$ cat src/tvi_pkg.sv
// tvi_pkg: shared types and constants of the timed velocity interpolator
// used by the core, the arithmetic unit and the port checker; no dependencies

package tvi_pkg;

  localparam int TVI_MAX_POINTS = 64;

  typedef enum logic [1:0] {
    MODE_CLEAR = 2'd0,
    MODE_LOAD  = 2'd1,
    MODE_TICK  = 2'd2
  } mode_t;

  typedef enum logic [2:0] {
    ST_ACK  = 3'd0,
    ST_CMD  = 3'd1,
    ST_DONE = 3'd2,
    ST_ERR  = 3'd3,
    ST_FULL = 3'd4
  } status_t;

  typedef enum logic [2:0] {
    S_IDLE,
    S_LAST,
    S_FIRST,
    S_SCAN,
    S_SEG,
    S_AXIS,
    S_FIN
  } core_state_t;

  typedef enum logic [1:0] {
    A_IDLE,
    A_MUL,
    A_DIV,
    A_SUM
  } arith_state_t;

  // one table entry
  typedef struct packed {
    logic [31:0] time_us;
    logic [31:0] vx;
    logic [31:0] vy;
    logic [31:0] vrot;
  } entry_t;

  // request to the arithmetic unit: v0 + (v1 - v0) * a / d
  typedef struct packed {
    logic        start;
    logic [31:0] v0;
    logic [31:0] v1;
    logic [32:0] a;
    logic [32:0] d;
  } arith_req_t;

  typedef struct packed {
    logic        done;
    logic [31:0] value;
  } arith_rsp_t;

endpackage

$ cat src/tvi_arith.sv
// tvi_arith: shared multiply / restoring divide / saturate unit, one axis per request
// depends on tvi_pkg for the request, response and state types

module tvi_arith import tvi_pkg::*; (
  input  logic       clk,
  input  logic       rst,
  input  arith_req_t req,
  output arith_rsp_t rsp
);

  arith_state_t state, state_next;

  logic [31:0] mdv, ma, md, w0;
  logic        neg;
  logic [63:0] dvd;
  logic [31:0] rem;
  logic [5:0]  cnt;

  logic [32:0] dv_w;
  logic [32:0] trial, diff;
  logic        ge;
  logic [33:0] base, qz, s;
  logic [31:0] sat_value;

  function automatic logic [31:0] abs33(input logic [32:0] x);
    logic [32:0] n;
    n = x[32] ? (~x + 33'd1) : x;
    return n[31:0];
  endfunction

  assign dv_w = {req.v1[31], req.v1} - {req.v0[31], req.v0};

  // one restoring divide step
  assign trial = {rem, dvd[63]};
  assign ge    = trial >= {1'b0, md};
  assign diff  = trial - {1'b0, md};

  // signed sum and clamp to 32 bits
  assign base = {{2{w0[31]}}, w0};
  assign qz   = {2'b00, dvd[31:0]};
  assign s    = neg ? (base - qz) : (base + qz);

  always_comb begin
    if (|dvd[63:32]) begin
      sat_value = neg ? 32'h8000_0000 : 32'h7fff_ffff;
    end else if (s[33:31] == 3'b000 || s[33:31] == 3'b111) begin
      sat_value = s[31:0];
    end else begin
      sat_value = s[33] ? 32'h8000_0000 : 32'h7fff_ffff;
    end
  end

  // a new request is also taken in the sum cycle, so axes run back to back
  always_comb begin
    state_next = state;
    case (state)
      A_IDLE:  if (req.start) state_next = A_MUL;
      A_MUL:   state_next = A_DIV;
      A_DIV:   if (cnt == 6'd63) state_next = A_SUM;
      A_SUM:   state_next = req.start ? A_MUL : A_IDLE;
      default: state_next = A_IDLE;
    endcase
  end

  assign rsp.done  = (state == A_SUM);
  assign rsp.value = sat_value;

  always_ff @(posedge clk) begin
    if (rst) begin
      state <= A_IDLE;
    end else begin
      state <= state_next;
    end
  end

  always_ff @(posedge clk) begin
    case (state)
      A_IDLE, A_SUM: begin
        if (req.start) begin
          mdv <= abs33(dv_w);
          ma  <= abs33(req.a);
          md  <= abs33(req.d);
          neg <= dv_w[32] ^ req.a[32] ^ req.d[32];
          w0  <= req.v0;
        end
      end
      A_MUL: begin
        dvd <= 64'(mdv) * 64'(ma);
        rem <= '0;
        cnt <= '0;
      end
      A_DIV: begin
        rem <= ge ? diff[31:0] : trial[31:0];
        dvd <= {dvd[62:0], ge};
        cnt <= cnt + 6'd1;
      end
      default: begin
      end
    endcase
  end

endmodule

$ cat config.mk
export PLATFORM = sky130hd
export DESIGN_NAME = tvi_arith
export DESIGN_NICKNAME = d
export VERILOG_FILES = /design/src/tvi_pkg.sv /design/src/tvi_arith.sv
export SDC_FILE = /design/constraint.sdc
export NUM_CORES = 2
export LEC_CHECK = 0
export BUFFER_PORTS_ARGS = -buffer_cell sky130_fd_sc_hd__buf_2
export CAP_MARGIN = 40
export CORE_ASPECT_RATIO = 0.7
export CORE_MARGIN = 10
export CORE_UTILIZATION = 55
export CTS_CLUSTER_DIAMETER = 40
export DETAILED_ROUTE_END_ITERATION = 7
export HOLD_SLACK_MARGIN = 0.15
export PLACE_DENSITY = 0.71
export SKIP_LAST_GASP = 1
export SYNTH_ARGS = -nofsm -noshare
export SYNTH_HDL_FRONTEND = slang
export SYNTH_SLANG_ARGS = --single-unit
$ cat constraint.sdc
create_clock -name clk -period 21.3 [get_ports clk]
set_clock_uncertainty 0.1 [all_clocks]
set_input_delay 4.26 -clock clk [delete_from_list [all_inputs] [get_ports clk]]
set_output_delay 4.26 -clock clk [all_outputs]
set_load 0.005 [all_outputs]
==> out/results.txt <==
Rel. slew slack = 37.59%
clock tree from TritonCTS = done
Final Cycle Share = 50.93%
number of buffers inserted by hold repair at cts = 0
Post-Layout Cell Count = 6706
time the worst path needs with I/O delays and setup = 10.85 ns
category of the critical setup timing path = flip-flop to output pin
maximum net fanout on the critical path = 20
area overhead of the layout relative to synthesis = 5.838%
max-slew violations = 0
Die Y = 273.0 um
DRC marker count from the first detailed-route iteration = 3005
GRT Residual Overflow = 0
ranking of synthesized cells by area = sky130_fd_sc_hd__fa_1, sky130_fd_sc_hd__edfxtp_1, sky130_fd_sc_hd__ha_1, sky130_fd_sc_hd__and2_1, sky130_fd_sc_hd__inv_1
total of flip-flops plus latches after synthesis = 233
crit path DAT = 6.49 ns
placeable core region = 0.09036 mm^2
mean area per synthesized cell = 9.207 um^2
drt wl/cell = 19.99 um
gp weighted congestion = 0.9391
share of flip-flops with an asynchronous set or reset after synthesis = 0%
result of the run = finished clean
Distinct cells, synth = 81
fraction of synthesized cell area taken by the top area cell type = 35.79%
CTS HTree Levels = 1
TritonRoute pass-1 iters = 5
GRT Total Usage = 26.10%
first-pass GRT wire length = 219300 um
data required time of the critical path = 16.94 ns
cell seen most often among critical-path stages = sky130_fd_sc_hd__nand2_1
number of enable-type register cells in the synthesized netlist = 231
detail-routed via count per cell = 5.646
Yosys warning total = 0
number of setup violations in the final report = 0
dominant cell type by area after synthesis = sky130_fd_sc_hd__fa_1
Critical-path top delay cell = sky130_fd_sc_hd__nor4_1
clock-pin slew on the worst setup and hold paths = 0.07 ns
worst hold path type = flip-flop to flip-flop
critical path's largest stage delay = 0.51 ns
post-synthesis sequential area ratio = 13.88%
synthesized netlist cell count = 5461
CP endpoint kind = output pin
# Post-CTS Setup Buffers = 0
ports placed on the boundary = 166
Port Buf Inserts = 165
clock root buffer = sky130_fd_sc_hd__clkbuf_16
Top FF cell, synth = sky130_fd_sc_hd__edfxtp_1
number of antenna violations at the first check in global routing = 6
clock latency on the worst-skew pair = 0.60 ns
setup TNS after final layout = 0 ns
via count of the first global-routing pass = 39386
effective utilization at floorplan = 55.64%
total routed wirelength = 134100 um
critical path cell sequence = or3_1, nor4_1, nand2_1, nor4b_4, nand2_1, o21bai_1, xor2_1, ha_1, and3_1, nand2_1, nor2_1, nand2_1, nor2_1, o221ai_1, xnor2_1, a31oi_1, a21oi_2, buf_8, a31o_2, buf_2
TritonCTS buffer count = 27
Antenna Violating Nets Remaining = 0
count of placed standard cells including taps = 6654
row count = 92
die width = 381.4 um
number of nets in the synthesized netlist = 6862
vias after detailed routing = 37860
post-synthesis instance area = 0.05028 mm^2
area of the die = 0.1041 mm^2
final HPWL from detailed placement = 107600 um
quantity of gates resized following cts = 0
Hold Vio Cnt, Final = 0
number of design rule violations left after detail routing = 0
number of nets in the final layout = 6863
ratio of cells with drive above 1 in the final layout = 6.128%
Max-Cap Viols = 0
critical path startpoint category = flip-flop
worst-margin pin slew = 0.9362 ns
sinks on the clock net = 233
unrepaired setup endpoints after global routing = false
CTS Buffer Depth = 3
Fmax = 92.18 MHz
largest net degree at the start of global routing = 103
[state kept, by name, indices dropped and copies added, names as in the netlist]
name / cells
md: 32
mdv: 32
neg: 1
cnt: 6
dvd: 64
rem: 32
state: 2
w0: 32
ma: 32
[final cells by class]
cell class | instances | area, um^2
repair buffers | 244 | 1459
flip-flops and latches | 233 | 6977
well taps | 1222 | 1529
clock buffers | 35 | 725.7
diodes | 1 | 2.502
clock inverters | 15 | 200.2
inverters | 968 | 3633
multi-input cells | 3988 | 38690
fillers | 7987 | 37150
[synth_stat cells (32+ instances only)]
cell type                  instances
sky130_fd_sc_hd__nand3_1          48
sky130_fd_sc_hd__inv_1           967
sky130_fd_sc_hd__mux2i_1          32
sky130_fd_sc_hd__ha_1            369
sky130_fd_sc_hd__a21o_1          123
sky130_fd_sc_hd__nor3_1           60
sky130_fd_sc_hd__and2_1          601
sky130_fd_sc_hd__clkbuf_1        253
sky130_fd_sc_hd__xnor2_1         198
sky130_fd_sc_hd__o21ai_0         170
sky130_fd_sc_hd__nand2_1         630
sky130_fd_sc_hd__nor2_1          167
sky130_fd_sc_hd__a21oi_1         179
sky130_fd_sc_hd__fa_1            899
sky130_fd_sc_hd__xor2_1           55
sky130_fd_sc_hd__edfxtp_1        231
[cell usage in the layout (no fill, tap or decap), types with 19 or more instances in the layout]
master / instances
sky130_fd_sc_hd__xor2_1: 55
sky130_fd_sc_hd__or3_1: 19
sky130_fd_sc_hd__nor4_1: 19
sky130_fd_sc_hd__o21a_1: 27
sky130_fd_sc_hd__edfxtp_1: 231
sky130_fd_sc_hd__inv_1: 967
sky130_fd_sc_hd__a31oi_1: 25
sky130_fd_sc_hd__o21ai_0: 169
sky130_fd_sc_hd__clkbuf_16: 27
sky130_fd_sc_hd__nor2_1: 166
sky130_fd_sc_hd__a21o_1: 123
sky130_fd_sc_hd__nor2b_1: 22
sky130_fd_sc_hd__mux2i_1: 32
sky130_fd_sc_hd__buf_2: 166
sky130_fd_sc_hd__nand4_1: 30
sky130_fd_sc_hd__nand3_1: 48
sky130_fd_sc_hd__o21bai_1: 30
sky130_fd_sc_hd__xnor2_1: 198
sky130_fd_sc_hd__o31ai_1: 24
sky130_fd_sc_hd__nor3_1: 60
sky130_fd_sc_hd__and3_1: 26
sky130_fd_sc_hd__and2_1: 601
sky130_fd_sc_hd__a21oi_1: 178
sky130_fd_sc_hd__a211oi_1: 26
sky130_fd_sc_hd__nand2_1: 630
sky130_fd_sc_hd__buf_4: 74
sky130_fd_sc_hd__ha_1: 367
sky130_fd_sc_hd__fa_1: 899
[worst paths after layout]
path                      from                end  slack [ns]  cells past startpoint
max reg2reg   ma[24]$_DFFE_PP_  dvd[63]$_DFFE_PP_       12.81                     24
min reg2reg  dvd[48]$_DFFE_PP_  dvd[49]$_DFFE_PP_        0.45                      2
max           dvd[2]$_DFFE_PP_            rsp[16]       10.45                     20
min          dvd[48]$_DFFE_PP_  dvd[49]$_DFFE_PP_        0.45                      2
[metrics by stage]
stage | hold slack (ns) | setup slack [ns] | cell area [um^2] | util, %
2_1_floorplan | 0.4241 | 10.85 | 50280 | -
3_3_place_gp | 0.4394 | 10.92 | 52210 | 57.78
3_5_place_dp | 0.4460 | 11.28 | 52270 | 57.85
4_1_cts | 0.4400 | 10.61 | 53200 | 58.87
5_1_grt | 0.4856 | 9.995 | 53210 | 58.89
6_report | 0.4463 | 10.45 | 53220 | 58.89
[cells by family (layout without fill, tap and decap cells)]
| logic type | count (synthesis) | in the layout | share of synthesized area, % |
|---|---|---|---|
| AO/OA/AOI/OAI | 730 | 730 | 9.471 |
| XOR/XNOR | 254 | 254 | 4.452 |
| adder cells (fa/ha/maj) | 1268 | 1268 | 44.98 |
| buffers and inverters | 1240 | 1262 | 9.292 |
| flip-flops | 233 | 233 | 13.88 |
| multiplexers | 39 | 39 | 0.7938 |
| other | 0 | 1 | 0 |
| AND/OR/NAND/NOR | 1697 | 1697 | 17.14 |
[critical path: cells and delay by family (launching register included)]
family / cells / cell delay (ns)
flops: 1 / 0.45
buf+inv: 2 / 0.35
xor+xnor: 2 / 0.53
compound gates: 5 / 1.23
fa+ha+maj: 1 / 0.37
simple gates: 10 / 2.96
[layer usage]
layer  up-vias  track usage [%]  wire, um
met5         -                0         0
met2      1385            40.01     58990
met1     19139            38.35     60670
met3       113            6.188     12560
met4         0            3.513      1846
li1      17223                -         -
Power is not shown: default switching activity piles up to over one toggle a cycle in this logic, so the estimate is an artifact.
